--- src/sv/sm83f_pkg.sv ---
`default_nettype none

package sm83f_pkg;

    localparam int unsigned KIND_W  = 2;
    localparam int unsigned ADDR_W  = 16;
    localparam int unsigned BYTE_W  = 8;
    localparam int unsigned CYC_W   = 5;
    localparam int unsigned PEND_W  = 3;
    localparam int unsigned FLAG_W  = 4;
    localparam int unsigned MAX_RES = 3;

    localparam logic [KIND_W-1:0] KIND_READ  = 2'd0;
    localparam logic [KIND_W-1:0] KIND_WRITE = 2'd1;
    localparam logic [KIND_W-1:0] KIND_DONE  = 2'd2;
    localparam logic [KIND_W-1:0] KIND_BAD   = 2'd3;

    localparam logic REQ_INSTR = 1'b0;
    localparam logic REQ_DATA  = 1'b1;

    localparam logic [PEND_W-1:0] PEND_NONE   = 3'd0;
    localparam logic [PEND_W-1:0] PEND_LDH    = 3'd1;
    localparam logic [PEND_W-1:0] PEND_POP_LO = 3'd2;
    localparam logic [PEND_W-1:0] PEND_POP_HI = 3'd3;
    localparam logic [PEND_W-1:0] PEND_LDC    = 3'd4;
    localparam logic [PEND_W-1:0] PEND_A16    = 3'd5;

    localparam logic [BYTE_W-1:0] OP_LOAD_HIGH  = 8'hF0;
    localparam logic [BYTE_W-1:0] OP_POP_ACC    = 8'hF1;
    localparam logic [BYTE_W-1:0] OP_LD_A_C     = 8'hF2;
    localparam logic [BYTE_W-1:0] OP_DI         = 8'hF3;
    localparam logic [BYTE_W-1:0] OP_PUSH_ACC   = 8'hF5;
    localparam logic [BYTE_W-1:0] OP_OR_IMM     = 8'hF6;
    localparam logic [BYTE_W-1:0] OP_RESTART_30 = 8'hF7;
    localparam logic [BYTE_W-1:0] OP_LD_HL_SP   = 8'hF8;
    localparam logic [BYTE_W-1:0] OP_COPY_HL_SP = 8'hF9;
    localparam logic [BYTE_W-1:0] OP_LOAD_ABS   = 8'hFA;
    localparam logic [BYTE_W-1:0] OP_EI         = 8'hFB;
    localparam logic [BYTE_W-1:0] OP_CMP_IMM    = 8'hFE;
    localparam logic [BYTE_W-1:0] OP_RESTART_38 = 8'hFF;

    localparam logic [3:0] ROW_F = 4'hF;

    localparam logic [BYTE_W-1:0] HIGH_PAGE = 8'hFF;
    localparam logic [ADDR_W-1:0] RST_30_VEC = 16'h0030;
    localparam logic [ADDR_W-1:0] RST_38_VEC = 16'h0038;

    localparam logic [CYC_W-1:0] CYC_4  = 5'd4;
    localparam logic [CYC_W-1:0] CYC_8  = 5'd8;
    localparam logic [CYC_W-1:0] CYC_12 = 5'd12;
    localparam logic [CYC_W-1:0] CYC_16 = 5'd16;

    typedef struct packed {
        logic [KIND_W-1:0] kind;
        logic [ADDR_W-1:0] address;
        logic [BYTE_W-1:0] write_data;
        logic [CYC_W-1:0]  cycle_count;
    } t_result;

    localparam t_result RES_BAD = '{kind: KIND_BAD, address: '0, write_data: '0,
                                    cycle_count: '0};

endpackage

`default_nettype wire

--- src/sv/sm83f_if.sv ---
`default_nettype none

interface sm83f_req_if import sm83f_pkg::*; ();
    logic              valid;
    logic              ready;
    logic              req_type;
    logic [BYTE_W-1:0] opcode;
    logic [BYTE_W-1:0] imm_lo;
    logic [BYTE_W-1:0] imm_hi;
    logic [BYTE_W-1:0] reg_c_value;
    logic [BYTE_W-1:0] read_data;

    modport source (output valid, req_type, opcode, imm_lo, imm_hi, reg_c_value, read_data,
                    input ready);
    modport sink (input valid, req_type, opcode, imm_lo, imm_hi, reg_c_value, read_data,
                  output ready);
endinterface

interface sm83f_res_if import sm83f_pkg::*; ();
    logic              valid;
    logic              ready;
    logic [KIND_W-1:0] kind;
    logic [ADDR_W-1:0] address;
    logic [BYTE_W-1:0] write_data;
    logic              is_last;
    logic [CYC_W-1:0]  cycle_count;
    logic [BYTE_W-1:0] acc_out;
    logic [BYTE_W-1:0] flags_out;
    logic [ADDR_W-1:0] hl_out;
    logic [ADDR_W-1:0] sp_out;
    logic [ADDR_W-1:0] pc_out;
    logic              ime_out;

    modport source (output valid, kind, address, write_data, is_last, cycle_count, acc_out,
                    flags_out, hl_out, sp_out, pc_out, ime_out,
                    input ready);
    modport sink (input valid, kind, address, write_data, is_last, cycle_count, acc_out,
                  flags_out, hl_out, sp_out, pc_out, ime_out,
                  output ready);
endinterface

`default_nettype wire

--- src/sv/sm83_opcode_row_f_execute.sv ---
`default_nettype none

// Executes opcodes 0xF0 to 0xFF of an SM83 core, holding A, F, HL, SP, PC and IME here.
// Each request is decoded and applied to the registers in the cycle it is taken, and its
// one to three results (read request, writes, completion or illegal) are queued in a small
// result register and presented one per cycle while the receiver is ready; the register
// values shown alongside every result are those after the whole request. A request
// producing one result can be taken every cycle, even while the previous result is still
// waiting to be taken, as long as that result leaves in the same cycle; PUSH AF and RST
// queue three results, so the next request is taken at the earliest in the cycle in which
// their completion result leaves. Reads are answered by a later read-data request; POP AF
// needs two such round trips.

module sm83_opcode_row_f_execute import sm83f_pkg::*; (
    input  wire         i_clk,
    input  wire         i_rst_n,
    sm83f_req_if.sink   i_req,
    sm83f_res_if.source o_res
);

    logic [BYTE_W-1:0] r_acc, n_acc;
    logic [FLAG_W-1:0] r_flag, n_flag;
    logic [BYTE_W-1:0] r_h, n_h;
    logic [BYTE_W-1:0] r_l, n_l;
    logic [ADDR_W-1:0] r_sp, n_sp;
    logic [ADDR_W-1:0] r_pc, n_pc;
    logic              r_ime, n_ime;
    logic [PEND_W-1:0] r_pend, n_pend;

    t_result           r_res [MAX_RES];
    t_result           n_res [MAX_RES];
    logic [1:0]        r_left, n_cnt;

    logic              take;
    logic              pop;
    logic [ADDR_W-1:0] pc1, pc2, pc3, sp1, sp2, sp_sum, sp_inc;
    logic [4:0]        half_sum;
    logic [8:0]        byte_sum;

    assign pop  = (r_left != 2'd0) && o_res.ready;
    assign i_req.ready = (r_left == 2'd0) || ((r_left == 2'd1) && o_res.ready);
    assign take = i_req.valid && i_req.ready;

    assign pc1      = r_pc + 16'd1;
    assign pc2      = r_pc + 16'd2;
    assign pc3      = r_pc + 16'd3;
    assign sp1      = r_sp - 16'd1;
    assign sp2      = r_sp - 16'd2;
    assign sp_inc   = r_sp + 16'd1;
    assign sp_sum   = r_sp + {{8{i_req.imm_lo[7]}}, i_req.imm_lo};
    assign half_sum = {1'b0, r_sp[3:0]} + {1'b0, i_req.imm_lo[3:0]};
    assign byte_sum = {1'b0, r_sp[7:0]} + {1'b0, i_req.imm_lo};

    always_comb begin
        n_acc  = r_acc;
        n_flag = r_flag;
        n_h    = r_h;
        n_l    = r_l;
        n_sp   = r_sp;
        n_pc   = r_pc;
        n_ime  = r_ime;
        n_pend = r_pend;
        n_cnt  = 2'd1;
        n_res[0] = RES_BAD;
        n_res[1] = RES_BAD;
        n_res[2] = RES_BAD;

        if (i_req.req_type == REQ_INSTR) begin
            if ((r_pend == PEND_NONE) && (i_req.opcode[7:4] == ROW_F)) begin
                case (i_req.opcode)
                    OP_LOAD_HIGH: begin
                        n_pc   = pc2;
                        n_pend = PEND_LDH;
                        n_res[0] = '{KIND_READ, {HIGH_PAGE, i_req.imm_lo}, '0, '0};
                    end
                    OP_POP_ACC: begin
                        n_pc   = pc1;
                        n_pend = PEND_POP_LO;
                        n_res[0] = '{KIND_READ, r_sp, '0, '0};
                    end
                    OP_LD_A_C: begin
                        n_pc   = pc1;
                        n_pend = PEND_LDC;
                        n_res[0] = '{KIND_READ, {HIGH_PAGE, i_req.reg_c_value}, '0, '0};
                    end
                    OP_DI: begin
                        n_pc  = pc1;
                        n_ime = 1'b0;
                        n_res[0] = '{KIND_DONE, '0, '0, CYC_4};
                    end
                    OP_EI: begin
                        n_pc  = pc1;
                        n_ime = 1'b1;
                        n_res[0] = '{KIND_DONE, '0, '0, CYC_4};
                    end
                    OP_PUSH_ACC: begin
                        n_pc  = pc1;
                        n_sp  = sp2;
                        n_cnt = 2'd3;
                        n_res[0] = '{KIND_WRITE, sp1, r_acc, '0};
                        n_res[1] = '{KIND_WRITE, sp2, {r_flag, 4'h0}, '0};
                        n_res[2] = '{KIND_DONE, '0, '0, CYC_16};
                    end
                    OP_RESTART_30, OP_RESTART_38: begin
                        n_pc  = (i_req.opcode == OP_RESTART_30) ? RST_30_VEC : RST_38_VEC;
                        n_sp  = sp2;
                        n_cnt = 2'd3;
                        n_res[0] = '{KIND_WRITE, sp1, pc1[15:8], '0};
                        n_res[1] = '{KIND_WRITE, sp2, pc1[7:0], '0};
                        n_res[2] = '{KIND_DONE, '0, '0, CYC_16};
                    end
                    OP_OR_IMM: begin
                        n_pc   = pc2;
                        n_acc  = r_acc | i_req.imm_lo;
                        n_flag = {((r_acc | i_req.imm_lo) == 8'h00), 3'b000};
                        n_res[0] = '{KIND_DONE, '0, '0, CYC_8};
                    end
                    OP_LD_HL_SP: begin
                        n_pc   = pc2;
                        n_h    = sp_sum[15:8];
                        n_l    = sp_sum[7:0];
                        n_flag = {2'b00, half_sum[4], byte_sum[8]};
                        n_res[0] = '{KIND_DONE, '0, '0, CYC_12};
                    end
                    OP_COPY_HL_SP: begin
                        n_pc = pc1;
                        n_sp = {r_h, r_l};
                        n_res[0] = '{KIND_DONE, '0, '0, CYC_8};
                    end
                    OP_LOAD_ABS: begin
                        n_pc   = pc3;
                        n_pend = PEND_A16;
                        n_res[0] = '{KIND_READ, {i_req.imm_hi, i_req.imm_lo}, '0, '0};
                    end
                    OP_CMP_IMM: begin
                        n_pc   = pc2;
                        n_flag = {(r_acc == i_req.imm_lo), 1'b1,
                                  (r_acc[3:0] < i_req.imm_lo[3:0]), (r_acc < i_req.imm_lo)};
                        n_res[0] = '{KIND_DONE, '0, '0, CYC_8};
                    end
                    default: begin
                        n_res[0] = RES_BAD;
                    end
                endcase
            end
        end else begin
            case (r_pend)
                PEND_LDH: begin
                    n_acc  = i_req.read_data;
                    n_pend = PEND_NONE;
                    n_res[0] = '{KIND_DONE, '0, '0, CYC_12};
                end
                PEND_POP_LO: begin
                    n_flag = i_req.read_data[7:4];
                    n_sp   = sp_inc;
                    n_pend = PEND_POP_HI;
                    n_res[0] = '{KIND_READ, sp_inc, '0, '0};
                end
                PEND_POP_HI: begin
                    n_acc  = i_req.read_data;
                    n_sp   = sp_inc;
                    n_pend = PEND_NONE;
                    n_res[0] = '{KIND_DONE, '0, '0, CYC_12};
                end
                PEND_LDC: begin
                    n_acc  = i_req.read_data;
                    n_pend = PEND_NONE;
                    n_res[0] = '{KIND_DONE, '0, '0, CYC_8};
                end
                PEND_A16: begin
                    n_acc  = i_req.read_data;
                    n_pend = PEND_NONE;
                    n_res[0] = '{KIND_DONE, '0, '0, CYC_16};
                end
                default: begin
                    n_res[0] = RES_BAD;
                end
            endcase
        end
    end

    always_ff @(posedge i_clk) begin
        if (!i_rst_n) begin
            r_acc  <= '0;
            r_flag <= '0;
            r_h    <= '0;
            r_l    <= '0;
            r_sp   <= '0;
            r_pc   <= '0;
            r_ime  <= 1'b0;
            r_pend <= PEND_NONE;
            r_left <= 2'd0;
        end else if (take) begin
            r_acc  <= n_acc;
            r_flag <= n_flag;
            r_h    <= n_h;
            r_l    <= n_l;
            r_sp   <= n_sp;
            r_pc   <= n_pc;
            r_ime  <= n_ime;
            r_pend <= n_pend;
            r_left <= n_cnt;
        end else if (pop) begin
            r_left <= r_left - 2'd1;
        end
    end

    always_ff @(posedge i_clk) begin
        if (take) begin
            r_res[0] <= n_res[0];
            r_res[1] <= n_res[1];
            r_res[2] <= n_res[2];
        end else if (pop) begin
            r_res[0] <= r_res[1];
            r_res[1] <= r_res[2];
        end
    end

    assign o_res.valid       = (r_left != 2'd0);
    assign o_res.kind        = r_res[0].kind;
    assign o_res.address     = r_res[0].address;
    assign o_res.write_data  = r_res[0].write_data;
    assign o_res.cycle_count = r_res[0].cycle_count;
    assign o_res.is_last     = (r_left == 2'd1);
    assign o_res.acc_out     = r_acc;
    assign o_res.flags_out   = {r_flag, 4'h0};
    assign o_res.hl_out      = {r_h, r_l};
    assign o_res.sp_out      = r_sp;
    assign o_res.pc_out      = r_pc;
    assign o_res.ime_out     = r_ime;

endmodule

`default_nettype wire

--- src/flat_wrapper.sv ---
// flat-port wrapper written by rule: the top's interface ports become plain ports
module sm83_opcode_row_f_execute_flat import sm83f_pkg::*;
  (i_clk, i_rst_n, i_req_valid, i_req_req_type, i_req_opcode, i_req_imm_lo, i_req_imm_hi, i_req_reg_c_value, i_req_read_data, i_req_ready, o_res_valid, o_res_kind, o_res_address, o_res_write_data, o_res_is_last, o_res_cycle_count, o_res_acc_out, o_res_flags_out, o_res_hl_out, o_res_sp_out, o_res_pc_out, o_res_ime_out, o_res_ready);
  sm83f_req_if i_req_i ();
  sm83f_res_if o_res_i ();
  input  wire i_clk;
  input  wire i_rst_n;
  input wire logic [$bits(i_req_i.valid)-1:0] i_req_valid;
  input wire logic [$bits(i_req_i.req_type)-1:0] i_req_req_type;
  input wire logic [$bits(i_req_i.opcode)-1:0] i_req_opcode;
  input wire logic [$bits(i_req_i.imm_lo)-1:0] i_req_imm_lo;
  input wire logic [$bits(i_req_i.imm_hi)-1:0] i_req_imm_hi;
  input wire logic [$bits(i_req_i.reg_c_value)-1:0] i_req_reg_c_value;
  input wire logic [$bits(i_req_i.read_data)-1:0] i_req_read_data;
  output wire logic [$bits(i_req_i.ready)-1:0] i_req_ready;
  output wire logic [$bits(o_res_i.valid)-1:0] o_res_valid;
  output wire logic [$bits(o_res_i.kind)-1:0] o_res_kind;
  output wire logic [$bits(o_res_i.address)-1:0] o_res_address;
  output wire logic [$bits(o_res_i.write_data)-1:0] o_res_write_data;
  output wire logic [$bits(o_res_i.is_last)-1:0] o_res_is_last;
  output wire logic [$bits(o_res_i.cycle_count)-1:0] o_res_cycle_count;
  output wire logic [$bits(o_res_i.acc_out)-1:0] o_res_acc_out;
  output wire logic [$bits(o_res_i.flags_out)-1:0] o_res_flags_out;
  output wire logic [$bits(o_res_i.hl_out)-1:0] o_res_hl_out;
  output wire logic [$bits(o_res_i.sp_out)-1:0] o_res_sp_out;
  output wire logic [$bits(o_res_i.pc_out)-1:0] o_res_pc_out;
  output wire logic [$bits(o_res_i.ime_out)-1:0] o_res_ime_out;
  input wire logic [$bits(o_res_i.ready)-1:0] o_res_ready;
  assign i_req_i.valid = i_req_valid;
  assign i_req_i.req_type = i_req_req_type;
  assign i_req_i.opcode = i_req_opcode;
  assign i_req_i.imm_lo = i_req_imm_lo;
  assign i_req_i.imm_hi = i_req_imm_hi;
  assign i_req_i.reg_c_value = i_req_reg_c_value;
  assign i_req_i.read_data = i_req_read_data;
  assign i_req_ready = i_req_i.ready;
  assign o_res_valid = o_res_i.valid;
  assign o_res_kind = o_res_i.kind;
  assign o_res_address = o_res_i.address;
  assign o_res_write_data = o_res_i.write_data;
  assign o_res_is_last = o_res_i.is_last;
  assign o_res_cycle_count = o_res_i.cycle_count;
  assign o_res_acc_out = o_res_i.acc_out;
  assign o_res_flags_out = o_res_i.flags_out;
  assign o_res_hl_out = o_res_i.hl_out;
  assign o_res_sp_out = o_res_i.sp_out;
  assign o_res_pc_out = o_res_i.pc_out;
  assign o_res_ime_out = o_res_i.ime_out;
  assign o_res_i.ready = o_res_ready;
  sm83_opcode_row_f_execute u_core (.i_clk(i_clk), .i_rst_n(i_rst_n), .i_req(i_req_i), .o_res(o_res_i));
endmodule
--- config.mk ---
export PLATFORM = sky130hd
export DESIGN_NAME = sm83_opcode_row_f_execute_flat
export DESIGN_NICKNAME = d
export VERILOG_FILES = /design/src/sv/sm83f_pkg.sv /design/src/sv/sm83f_if.sv /design/src/sv/sm83_opcode_row_f_execute.sv /design/src/flat_wrapper.sv
export SDC_FILE = /design/constraint.sdc
export NUM_CORES = 1
export LEC_CHECK = 0
export ABC_AREA = 1
export BUFFER_PORTS_ARGS = -buffer_cell sky130_fd_sc_hd__buf_4
export CORE_UTILIZATION = 50
export CTS_CLUSTER_SIZE = 10
export DETAILED_ROUTE_END_ITERATION = 6
export PLACE_DENSITY = 0.7
export SLEW_MARGIN = 10
export SYNTH_ARGS = -nofsm -noshare
export SYNTH_HDL_FRONTEND = slang
export SYNTH_SLANG_ARGS = --single-unit
--- constraint.sdc ---
create_clock -name i_clk -period 8.23 [get_ports i_clk]
set_input_delay 2.0575 -clock i_clk [delete_from_list [all_inputs] [get_ports i_clk]]
set_output_delay 2.0575 -clock i_clk [all_outputs]
set_load 0.05 [all_outputs]
Yosys cells after proc, flatten, opt, wreduce, memory -nomap -nowiden
Memory sizes are Yosys's and may differ from the RTL's.
Cells that the tools add are included.

operators by class
  bitwise logic cells = 4
  add/subtract/negate cells = 10
  $lt $le $gt $ge = 2
  mux-type cells = 37
  equal/unequal tests = 25
  reductions and logical operators = 33

operators by type and width
  cell                                                 number
  case mux 31 bit (9 select lines)                     1
  case mux 31 bit (4 select lines)                     1
  case mux 62 bit (2 select lines)                     1
  == test 8 bit (second input constant)                13
  2-to-1 mux 31 bit                                    3
  2-to-1 mux 93 bit                                    1
  case mux 16 bit (4 select lines)                     1
  2-to-1 mux 62 bit                                    1
  2-to-1 mux 16 bit                                    3
  adder 16 x 1 -> 16 bit (second input constant)       2
  adder 16 x 2 -> 16 bit (second input constant)       2
  2-to-1 mux 8 bit                                     4
  case mux 16 bit (2 select lines)                     1
  AND reduction 4 bit                                  7
  adder 16 bit                                         1
  2-to-1 mux 4 bit                                     4
  subtractor 16 x 1 -> 16 bit (second input constant)  1
  subtractor 16 x 2 -> 16 bit (second input constant)  1
  case mux 3 bit (4 select lines)                      1
  case mux 4 bit (3 select lines)                      1
  2-to-1 mux 2 bit                                     5
  nonzero test 2 bit                                   5
  adder 8 x 8 -> 9 bit                                 1
  == test 8 bit                                        1
  other kinds (31)                                     49

storage, ports and cells
  register bits after elaboration = 66
  memories kept = 1
  bits of input ports = 45
  RAM bits = 93
  logic and storage cells = 121

memories
  memory        words  width  read ports  clocked after memory_dff  wr ports  RTL line                         text
  u_core.r_res  3      31     3           0                         3         sm83_opcode_row_f_execute.sv:30  t_result r_res [MAX_RES];

Longest topological paths before layout
Gate-level depths: netlist of run 1.

  depth after elaboration = 7
  depth in mapped cells = 14
  mapped depth without buffers = 14

Worst setup path after synthesis of run 1
Ideal clock, no wire load.

  path type = in2reg
  start point = in o_res_ready
  end point = reg u_core.r_left[1]
  data required time = 8.102 ns
  setup slack = 1.445 ns
  data arrival time = 6.657 ns
  cell stages on the path = 5
  cells stage by stage = inv_1 > o21ai_0 > o22ai_1 > a21oi_1 > nor2_1

between the ends
  cells in the longest elaborated chain, start to end = 4
  elaborated cells between the ends (all ways) = 6
  those cells by class = mux: 1; reduce/logical: 5

RTL lines
  element                                                 RTL line                          text
  start: declaration                                      flat_wrapper.sv:28                input wire logic [$bits(o_res_i.ready)-1:0] o_res_ready;
  logical AND 1 bit                                       sm83_opcode_row_f_execute.sv:41   assign i_req.ready = (r_left == 2'd0) || ((r_left == 2'd1) && o_res.ready);
  logical OR 1 bit                                        sm83_opcode_row_f_execute.sv:41
  logical AND 1 bit                                       sm83_opcode_row_f_execute.sv:42   assign take = i_req.valid && i_req.ready;
  2-to-1 mux 2 bit or nonzero test 2 bit (tied branches)  n/a
  end signal: assignment                                  sm83_opcode_row_f_execute.sv:202  r_left <= n_cnt;
  end signal: assignment                                  sm83_opcode_row_f_execute.sv:204  r_left <= r_left - 2'd1;
  end: declaration                                        sm83_opcode_row_f_execute.sv:32   logic [1:0] r_left, n_cnt;

Several ways; a longest one is shown, not always the timed one.
A chain may end at the register's enable or synchronous reset.

Worst setup path after layout of run 1
  start point = in o_res_ready
  end point = out i_req_ready

between the ends
  cells in the longest elaborated chain, start to end = 2

RTL lines
  element            RTL line                         text
  logical AND 1 bit  sm83_opcode_row_f_execute.sv:41
  logical OR 1 bit   sm83_opcode_row_f_execute.sv:41
  end: declaration   flat_wrapper.sv:15               output wire logic [$bits(i_req_i.ready)-1:0] i_req_ready;

No other way between the ends.

==> impl_results.html, run 1 <==
<table>
<tr><th>Metric</th><th>Value</th></tr>
<tr><th colspan="2">Global routing</th></tr>
<tr><td>Antenna violations before repair</td><td>0</td></tr>
<tr><td>Number of global-route vias before repair</td><td>a little under 9000</td></tr>
<tr><td>Final global-route overflow total</td><td>0</td></tr>
<tr><td>Met3 Use GR</td><td>9.28%</td></tr>
<tr><td>Pin count of the biggest net entering global routing</td><td>between 50 and 60</td></tr>
<tr><td>Fraction of met1 tracks used by global routing</td><td>between 40 and 50%</td></tr>
<tr><td>Busiest metal layer after global routing</td><td>met1</td></tr>
<tr><td>Total routing resource utilization after global routing</td><td>around 32%</td></tr>
<tr><td>First-pass GRT wire length</td><td>between 40000 and 50000 um</td></tr>
<tr><td>Met2 Track Usage GR</td><td>a little over two fifths</td></tr>
<tr><th colspan="2">Final layout</th></tr>
<tr><td>Core utilization of the finished layout</td><td>around three fifths</td></tr>
<tr><td>Share of final-layout standard cells stronger than drive strength 1</td><td>around 15%</td></tr>
<tr><td>Layout-stage area growth over the synthesis result</td><td>15.7%</td></tr>
<tr><td>Nets@finish</td><td>approximately 1600</td></tr>
<tr><td>Antenna diode count</td><td>0</td></tr>
<tr><th colspan="2">Yosys</th></tr>
<tr><td>Synthesis warning total</td><td>0</td></tr>
<tr><td>Sequential cell area fraction in the yosys report</td><td>31.6%</td></tr>
<tr><td>Netlist area before placement</td><td>9700 um^2</td></tr>
<tr><td>Cell variety after synth</td><td>47</td></tr>
<tr><td>Synthesized flop and latch total</td><td>124</td></tr>
<tr><td>Top cells by area, synth</td><td>sky130_fd_sc_hd__edfxtp_1, sky130_fd_sc_hd__dfxtp_1, sky130_fd_sc_hd__nand2_1</td></tr>
<tr><td>Syn_area_per_cell</td><td>6.69 um^2</td></tr>
<tr><td>Cells after Synth</td><td>1451</td></tr>
<tr><td>Post-synth top flop</td><td>sky130_fd_sc_hd__dfxtp_1</td></tr>
<tr><td>Area leader, netlist</td><td>sky130_fd_sc_hd__edfxtp_1</td></tr>
<tr><td>Count of flip-flops with a built-in enable after synthesis</td><td>slightly below 60</td></tr>
<tr><td>Async SR Flop Fraction</td><td>0%</td></tr>
<tr><td>Top cell type's share of synthesized area</td><td>18.0%</td></tr>
<tr><th colspan="2">Clocking</th></tr>
<tr><td>Clock Root Buffer</td><td>sky130_fd_sc_hd__clkbuf_16</td></tr>
<tr><td>Number of clock sinks</td><td>roughly 120</td></tr>
<tr><td>Buffers from clock root to sink, at most</td><td>2</td></tr>
<tr><td>Level count of the clock H-tree</td><td>4</td></tr>
<tr><td>Clock latency on the worst-skew pair</td><td>around 0.43 ns</td></tr>
<tr><td>CTS-repair resized insts</td><td>0</td></tr>
<tr><td>Setup fix buffers added after clock tree synthesis</td><td>0</td></tr>
<tr><td>CTS tree</td><td>done</td></tr>
<tr><td>Hold bufs inserted after CTS</td><td>0</td></tr>
<tr><td>CTS clock-pin slew for the worst setup and hold paths</td><td>0.05 ns</td></tr>
<tr><td>Num CTS Buffers</td><td>17</td></tr>
<tr><th colspan="2">Setup path</th></tr>
<tr><td>Required time at the endpoint of the critical path</td><td>between 6 and 7 ns</td></tr>
<tr><td>Kind of end point of the critical path</td><td>output pin</td></tr>
<tr><td>Worst R2R Path Depth</td><td>12</td></tr>
<tr><td>Cell with the largest stage delay on the worst path</td><td>sky130_fd_sc_hd__buf_4</td></tr>
<tr><td>Worst Setup Start Kind</td><td>primary input</td></tr>
<tr><td>Internal reg-to-reg setup slack</td><td>approximately 5.4 ns</td></tr>
<tr><td>Arrival time at the worst endpoint</td><td>~2.5 ns</td></tr>
<tr><td>Critical Path, Cell by Cell</td><td>buf_4 &gt; nand2_1 &gt; nand2_1 &gt; buf_4</td></tr>
<tr><td>Maximum single-stage delay on the critical path</td><td>approximately 0.19 ns</td></tr>
<tr><td>Start of the worst register-to-register path</td><td>u_core.r_left[0]</td></tr>
<tr><td>Terminus of the critical flop-to-flop path</td><td>u_core.r_h[1]</td></tr>
<tr><td>CP Max Fanout</td><td>2</td></tr>
<tr><td>WS Path Type</td><td>primary input to output pin</td></tr>
<tr><th colspan="2">Power</th></tr>
<tr><td>Static leakage power</td><td>5.25 nW</td></tr>
<tr><td>Combinational Power Share</td><td>around a fifth</td></tr>
<tr><td>Sw frac</td><td>30.9%</td></tr>
<tr><td>Total power consumption of the routed design</td><td>roughly 2.0 mW</td></tr>
<tr><td>Switching pwr</td><td>607 uW</td></tr>
<tr><td>Sequential Power Share</td><td>a little under two fifths</td></tr>
<tr><td>Internal power consumption</td><td>roughly 1.4 mW</td></tr>
<tr><td>Ratio of total power to cell area</td><td>about 170 nW/um^2</td></tr>
<tr><td>IR drop worst, VDD</td><td>around 150 uV</td></tr>
<tr><td>Clock Power Share</td><td>a little over two fifths</td></tr>
<tr><th colspan="2">Run status</th></tr>
<tr><td>Result of the run</td><td>complete, no violations</td></tr>
<tr><th colspan="2">Timing</th></tr>
<tr><td>Count of endpoints failing setup in the final report</td><td>0</td></tr>
<tr><td>Min cycle time layout</td><td>4.55 ns</td></tr>
<tr><td>Highest Clock Rate</td><td>around 0.22 GHz</td></tr>
<tr><td>Pins Over Slew Limit</td><td>0</td></tr>
<tr><td>Hold Vio Cnt, Final</td><td>0</td></tr>
<tr><td>RSZ-0062 raised after global routing</td><td>false</td></tr>
<tr><td>Tcrit/Tclk final</td><td>a little under three fifths</td></tr>
<tr><td>Final setup skew</td><td>between 0.007 and 0.008 ns</td></tr>
<tr><td>Worst Setup Slack, final</td><td>between 3 and 4 ns</td></tr>
<tr><td>Hold slack</td><td>approximately 0.5 ns</td></tr>
<tr><td>Remaining max-slew budget at the tightest pin</td><td>between 20% and 30%</td></tr>
<tr><td>Post-route setup TNS</td><td>0 ns</td></tr>
<tr><td>Worst slew pin tran</td><td>between 1 and 1.5 ns</td></tr>
<tr><th colspan="2">Route</th></tr>
<tr><td>Routed via count divided by cell count</td><td>around 5.5</td></tr>
<tr><td>Overall routed net length</td><td>about 32000 um</td></tr>
<tr><td>Via count of the routed design</td><td>between 9000 and 10000</td></tr>
<tr><td>First drt pass iteration count</td><td>6</td></tr>
<tr><td>Avg WL per Cell</td><td>17.6 um</td></tr>
<tr><td>Number of routed nets with antenna violations</td><td>0</td></tr>
<tr><td>Drt first-iter violations</td><td>around 1000</td></tr>
<tr><td>Final routed DRC violation total</td><td>0</td></tr>
<tr><th colspan="2">Floorplan</th></tr>
<tr><td>Starting density of the core</td><td>between 50% and 60%</td></tr>
<tr><td>Die Width</td><td>141 um</td></tr>
<tr><td>Top-level port count</td><td>approximately 140</td></tr>
<tr><td>Core Box Area</td><td>approximately 19000 um^2</td></tr>
<tr><td>Height of the chip</td><td>141 um</td></tr>
<tr><td>Total die area</td><td>between 15000 and 20000 um^2</td></tr>
<tr><td>Total number of placement rows</td><td>50</td></tr>
<tr><th colspan="2">Worst hold path</th></tr>
<tr><td>Hold Path End</td><td>u_core.r_left[0]</td></tr>
<tr><td>Hold Path Class</td><td>register to register</td></tr>
<tr><td>Hold_sp</td><td>u_core.r_left[0]</td></tr>
<tr><td>Worst hold path cell count</td><td>1</td></tr>
<tr><th colspan="2">Job</th></tr>
<tr><td>Max capacitance violation total</td><td>0</td></tr>
<tr><th colspan="2">Placement</th></tr>
<tr><td>Dpl ws</td><td>~3.7 ns</td></tr>
<tr><td>Final weighted congestion in routability-driven placement</td><td>0.988</td></tr>
<tr><td>Sum of net half-perimeters after detailed placement</td><td>between 20000 and 25000 um</td></tr>
<tr><td>PortBufs</td><td>roughly 140</td></tr>
</table>
how the worst max path moves through the flow:
stage	startpoint	to	slack, ns	cells after the start
finish	o_res_ready	i_req_ready	3.68	4
floorplan	o_res_ready	u_core.r_left[1]	1.45	5
detailed placement	o_res_ready	i_req_ready	3.68	4
global route	o_res_ready	i_req_ready	3.67	4
global placement	o_res_ready	i_req_ready	3.68	4
CTS	o_res_ready	i_req_ready	3.68	4
power by group through the flow:
stage	clock, mW	combinational, mW	sequential [mW]
after CTS	0.837	0.405	0.719
final	0.833	0.409	0.720
after global placement	0	0.404	0.731
after detailed placement	0	0.403	0.732
after floorplan	0	0.295	0.747
after global routing	0.865	0.440	0.724
cell usage in the layout, fill, tap and decap left out, types with 25 or more instances in the layout:
| cell | instances |
|---|---|
| sky130_fd_sc_hd__o21ai_0 | 119 |
| sky130_fd_sc_hd__nor2_1 | 183 |
| sky130_fd_sc_hd__nand4_1 | 25 |
| sky130_fd_sc_hd__edfxtp_1 | 58 |
| sky130_fd_sc_hd__nand2_1 | 346 |
| sky130_fd_sc_hd__ha_1 | 42 |
| sky130_fd_sc_hd__a21oi_1 | 87 |
| sky130_fd_sc_hd__inv_1 | 141 |
| sky130_fd_sc_hd__buf_4 | 140 |
| sky130_fd_sc_hd__dfxtp_1 | 66 |
| sky130_fd_sc_hd__xor2_1 | 32 |
| sky130_fd_sc_hd__nand3_1 | 135 |
metal layers:
metal  vias up  routed length (um)
met3        35                3450
met4         0                 417
met2       491               12700
li1       4897                   -
met5         -                   0
met1      4550               15100
sequential cells by signal, indices dropped and copies added, names as in the netlist:
signal / count
u_core.o_res.pc_out: 16
u_core.r_res: 58
u_core.r_l: 8
u_core.o_res.acc_out: 8
u_core.r_flag: 4
u_core.r_h: 8
u_core.o_res.ime_out: 1
u_core.r_pend: 3
u_core.o_res.sp_out: 16
u_core.r_left: 2
cells by family after synthesis:
kind of cell               after synthesis  share of synthesized area (%)
buffers and inverters                  241                           11.5
AOI/OAI and AO/OA                      244                           13.3
adders and majority gates               43                           5.62
other                                    1                         0.0387
DFF                                    124                           31.6
xor gates and xnor gates                40                           3.61
and+or+nand+nor                        758                           34.3
synth_stat cells, types with 4 or more instances:
cell type,number
sky130_fd_sc_hd__buf_4,43
sky130_fd_sc_hd__o21ai_1,8
sky130_fd_sc_hd__ha_1,42
sky130_fd_sc_hd__nor2_4,9
sky130_fd_sc_hd__nand4_1,25
sky130_fd_sc_hd__or2_2,4
sky130_fd_sc_hd__inv_2,14
sky130_fd_sc_hd__o211ai_1,10
sky130_fd_sc_hd__nor2_1,183
sky130_fd_sc_hd__o21ai_0,120
sky130_fd_sc_hd__a21o_1,4
sky130_fd_sc_hd__nor3_1,12
sky130_fd_sc_hd__xnor2_1,8
sky130_fd_sc_hd__nor2_2,10
sky130_fd_sc_hd__xor2_1,32
sky130_fd_sc_hd__edfxtp_1,58
sky130_fd_sc_hd__buf_2,18
sky130_fd_sc_hd__dfxtp_1,66
sky130_fd_sc_hd__nand2_4,4
sky130_fd_sc_hd__nand3_1,135
sky130_fd_sc_hd__nand2_2,18
sky130_fd_sc_hd__a21oi_1,87
sky130_fd_sc_hd__inv_1,141
sky130_fd_sc_hd__nand2_1,346
sky130_fd_sc_hd__clkbuf_1,18
area by class of cell:
class	count	area, um^2
timing repair buffer	140	1050
multi-input combinational	1091	5550
clock buffer	20	447
clock inverter	12	195
tap	260	325
fill	1851	7610
sequential	124	3060
inverter	156	586
critical path: cells and delay by family:
kind                   cells  cell delay (ns)
AND/OR/NAND/NOR            2             0.12
buffers and inverters      2             0.30
metrics by stage:
stage	cells	cell area [um^2]
2_1_floorplan	1456	9720
3_3_place_gp	1771	10600
3_5_place_dp	1771	10600
4_1_cts	1803	11200
5_1_grt	1803	11200
6_report	1803	11200
Power figures use the tool's default switching activity.
==> run 2: changes to the inputs <==
==> constraint.sdc (replaced) <==
create_clock -name i_clk -period 4.5 [get_ports i_clk]
set_input_delay 1.125 -clock i_clk [delete_from_list [all_inputs] [get_ports i_clk]]
set_output_delay 1.125 -clock i_clk [all_outputs]
set_load 0.05 [all_outputs]
==> impl_results.html, run 2 (same netlist as run 1, synthesis figures left out) <==
<table>
<tr><th>Metric</th><th>Value</th></tr>
<tr><th colspan="2">Route</th></tr>
<tr><td>Overall routed net length</td><td>33000 um (was 31700 um)</td></tr>
<tr><td>Routed via count divided by cell count</td><td>5.60 (was 5.53)</td></tr>
<tr><td>Avg WL per Cell</td><td>18.3 um (was 17.6 um)</td></tr>
<tr><td>Via count of the routed design</td><td>10109 (was 9973)</td></tr>
<tr><td>First drt pass iteration count</td><td>6 (unchanged)</td></tr>
<tr><td>Number of routed nets with antenna violations</td><td>0 (unchanged)</td></tr>
<tr><td>Final routed DRC violation total</td><td>0 (unchanged)</td></tr>
<tr><td>Drt first-iter violations</td><td>1010 (was 1005)</td></tr>
<tr><th colspan="2">Floorplan</th></tr>
<tr><td>Starting density of the core</td><td>51.5% (unchanged)</td></tr>
<tr><td>Core Box Area</td><td>18800 um^2 (unchanged)</td></tr>
<tr><td>Die Width</td><td>141 um (unchanged)</td></tr>
<tr><td>Top-level port count</td><td>144 (unchanged)</td></tr>
<tr><td>Height of the chip</td><td>141 um (unchanged)</td></tr>
<tr><td>Total die area</td><td>20000 um^2 (unchanged)</td></tr>
<tr><td>Total number of placement rows</td><td>50 (unchanged)</td></tr>
<tr><th colspan="2">Clocking</th></tr>
<tr><td>Clock Root Buffer</td><td>sky130_fd_sc_hd__clkbuf_16 (unchanged)</td></tr>
<tr><td>Number of clock sinks</td><td>124 (unchanged)</td></tr>
<tr><td>Hold bufs inserted after CTS</td><td>0 (unchanged)</td></tr>
<tr><td>Level count of the clock H-tree</td><td>4 (unchanged)</td></tr>
<tr><td>Setup fix buffers added after clock tree synthesis</td><td>0 (unchanged)</td></tr>
<tr><td>CTS tree</td><td>done (unchanged)</td></tr>
<tr><td>CTS-repair resized insts</td><td>0 (unchanged)</td></tr>
<tr><td>CTS clock-pin slew for the worst setup and hold paths</td><td>0.06 ns (was 0.05 ns)</td></tr>
<tr><td>Buffers from clock root to sink, at most</td><td>2 (unchanged)</td></tr>
<tr><td>Num CTS Buffers</td><td>17 (unchanged)</td></tr>
<tr><td>Clock latency on the worst-skew pair</td><td>0.44 ns (was 0.43 ns)</td></tr>
<tr><th colspan="2">Timing</th></tr>
<tr><td>Count of endpoints failing setup in the final report</td><td>0 (unchanged)</td></tr>
<tr><td>Final setup skew</td><td>0.0103 ns (was 0.00773 ns)</td></tr>
<tr><td>Min cycle time layout</td><td>slightly below 3 ns</td></tr>
<tr><td>Post-route setup TNS</td><td>0 ns (unchanged)</td></tr>
<tr><td>Worst Setup Slack, final</td><td>1.53 ns (was 3.68 ns)</td></tr>
<tr><td>Hold slack</td><td>0.511 ns (was 0.507 ns)</td></tr>
<tr><td>RSZ-0062 raised after global routing</td><td>false (unchanged)</td></tr>
<tr><td>Highest Clock Rate</td><td>~0.34 GHz</td></tr>
<tr><td>Remaining max-slew budget at the tightest pin</td><td>51.9% (was 22.8%)</td></tr>
<tr><td>Worst slew pin tran</td><td>0.719 ns (was 1.16 ns)</td></tr>
<tr><td>Pins Over Slew Limit</td><td>0 (unchanged)</td></tr>
<tr><td>Hold Vio Cnt, Final</td><td>0 (unchanged)</td></tr>
<tr><td>Tcrit/Tclk final</td><td>66.1%</td></tr>
<tr><th colspan="2">Worst hold path</th></tr>
<tr><td>Hold Path Class</td><td>register to register (unchanged)</td></tr>
<tr><th colspan="2">Final layout</th></tr>
<tr><td>Register with the highest flop count</td><td>u_core.r_res (unchanged)</td></tr>
<tr><td>Most common cell after layout, fill and taps aside</td><td>sky130_fd_sc_hd__nand2_1 (unchanged)</td></tr>
<tr><td>Cell Count, Final, Fillers Out</td><td>1806 (was 1803)</td></tr>
<tr><td>Max reg flops</td><td>58 (unchanged)</td></tr>
<tr><td>Share of final-layout standard cells stronger than drive strength 1</td><td>15.4% (was 15.1%)</td></tr>
<tr><td>Nets@finish</td><td>1621 (was 1618)</td></tr>
<tr><td>Layout-stage area growth over the synthesis result</td><td>14.9% (was 15.7%)</td></tr>
<tr><td>Antenna diode count</td><td>0 (unchanged)</td></tr>
<tr><td>Most used cells in the layout excluding fill and tap cells</td><td>sky130_fd_sc_hd__nand2_1, sky130_fd_sc_hd__nor2_1, sky130_fd_sc_hd__buf_4 (was sky130_fd_sc_hd__nand2_1, sky130_fd_sc_hd__nor2_1, sky130_fd_sc_hd__inv_1)</td></tr>
<tr><th colspan="2">Global routing</th></tr>
<tr><td>Pin count of the biggest net entering global routing</td><td>44 (was 59)</td></tr>
<tr><td>Antenna violations before repair</td><td>0 (unchanged)</td></tr>
<tr><td>Number of global-route vias before repair</td><td>8816 (was 8810)</td></tr>
<tr><td>First-pass GRT wire length</td><td>50500 um (was 48800 um)</td></tr>
<tr><td>Total routing resource utilization after global routing</td><td>33.5% (was 32.1%)</td></tr>
<tr><td>Final global-route overflow total</td><td>0 (unchanged)</td></tr>
<tr><th colspan="2">Setup path</th></tr>
<tr><td>CP Max Fanout</td><td>4 (was 2)</td></tr>
<tr><td>Kind of end point of the critical path</td><td>register (was output pin)</td></tr>
<tr><td>Internal reg-to-reg setup slack</td><td>1.58 ns (was 5.37 ns)</td></tr>
<tr><td>Worst Setup Start Kind</td><td>primary input (unchanged)</td></tr>
<tr><td>Arrival time at the worst endpoint</td><td>3.31 ns (was 2.49 ns)</td></tr>
<tr><td>Required time at the endpoint of the critical path</td><td>4.84 ns (was 6.17 ns)</td></tr>
<tr><td>WS Path Type</td><td>primary input to register (was primary input to output pin)</td></tr>
<tr><th colspan="2">Power</th></tr>
<tr><td>Total power consumption of the routed design</td><td>3.37 mW (was 1.96 mW)</td></tr>
<tr><td>Static leakage power</td><td>5.22 nW (was 5.25 nW)</td></tr>
<tr><td>Ratio of total power to cell area</td><td>302 nW/um^2 (was 175 nW/um^2)</td></tr>
<tr><td>IR drop worst, VDD</td><td>288 uV (was 152 uV)</td></tr>
<tr><th colspan="2">Placement</th></tr>
<tr><td>Final weighted congestion in routability-driven placement</td><td>1.00 (was 0.988)</td></tr>
<tr><td>PortBufs</td><td>137 (unchanged)</td></tr>
<tr><td>Count of placed standard cells including taps</td><td>1774 (was 1771)</td></tr>
<tr><td>Dpl ws</td><td>1.10 ns (was 3.68 ns)</td></tr>
<tr><td>Sum of net half-perimeters after detailed placement</td><td>25100 um (was 24100 um)</td></tr>
<tr><th colspan="2">Job</th></tr>
<tr><td>Max capacitance violation total</td><td>0 (unchanged)</td></tr>
<tr><th colspan="2">Run status</th></tr>
<tr><td>Result of the run</td><td>complete, no violations (unchanged)</td></tr>
</table>
## run 2: cell type report
type | instances | area (um^2)
clock buffers | 17 | 425
clock inverters | 15 | 115
fillers | 1876 | 7690
inverters | 156 | 586
multi-input cells | 1091 | 5550
flip-flops and latches | 124 | 3060
well taps | 260 | 325
repair buffers | 143 | 1070
## run 2: worst max-delay path, stage by stage
cell                      delay (ns)
sky130_fd_sc_hd__buf_4          0.14
sky130_fd_sc_hd__ha_1           0.18
sky130_fd_sc_hd__inv_1          0.06
sky130_fd_sc_hd__fa_1           0.40
sky130_fd_sc_hd__inv_1          0.07
sky130_fd_sc_hd__nand3_1        0.06
sky130_fd_sc_hd__nand3_1        0.21
sky130_fd_sc_hd__inv_1          0.06
sky130_fd_sc_hd__o21ai_0        0.55
sky130_fd_sc_hd__nand2_1        0.16
sky130_fd_sc_hd__nand3_1        0.11
sky130_fd_sc_hd__nand3_1        0.08
sky130_fd_sc_hd__nand2_1        0.07
sky130_fd_sc_hd__inv_1          0.03
## run 2: through the flow
stage / utilization [%] / instance area [um^2]
floorplan: - / 9720
global placement: 56.3 / 10600
detailed placement: 56.3 / 10600
CTS: 59.2 / 11100
global route: 59.2 / 11100
finish: 59.2 / 11100
## run 2: worst paths after layout
path,startpoint,end,depth (start not counted)
setup / recovery,i_req_imm_lo[0],u_core.r_h[4],14
hold / removal,u_core.r_left[0],u_core.r_left[0],1
setup reg to reg,u_core.o_res.sp_out[0],u_core.r_h[4],13
hold reg to reg,u_core.r_left[0],u_core.r_left[0],1
## run 2: where the power goes
part | switching, mW | internal [mW] | total (mW)
Sequential | 0.0453 | 1.27 | 1.32
Combinational | 0.542 | 0.215 | 0.757
Clock | 0.584 | 0.710 | 1.29
## run 2: layer usage
metal  vias up  track usage (%)  wire length, um
li1       4902                -                -
met4         0             9.44              553
met5         -                0                0
met1      4626             52.6            16000
met2       534             45.4            13200
met3        47             6.38             3260
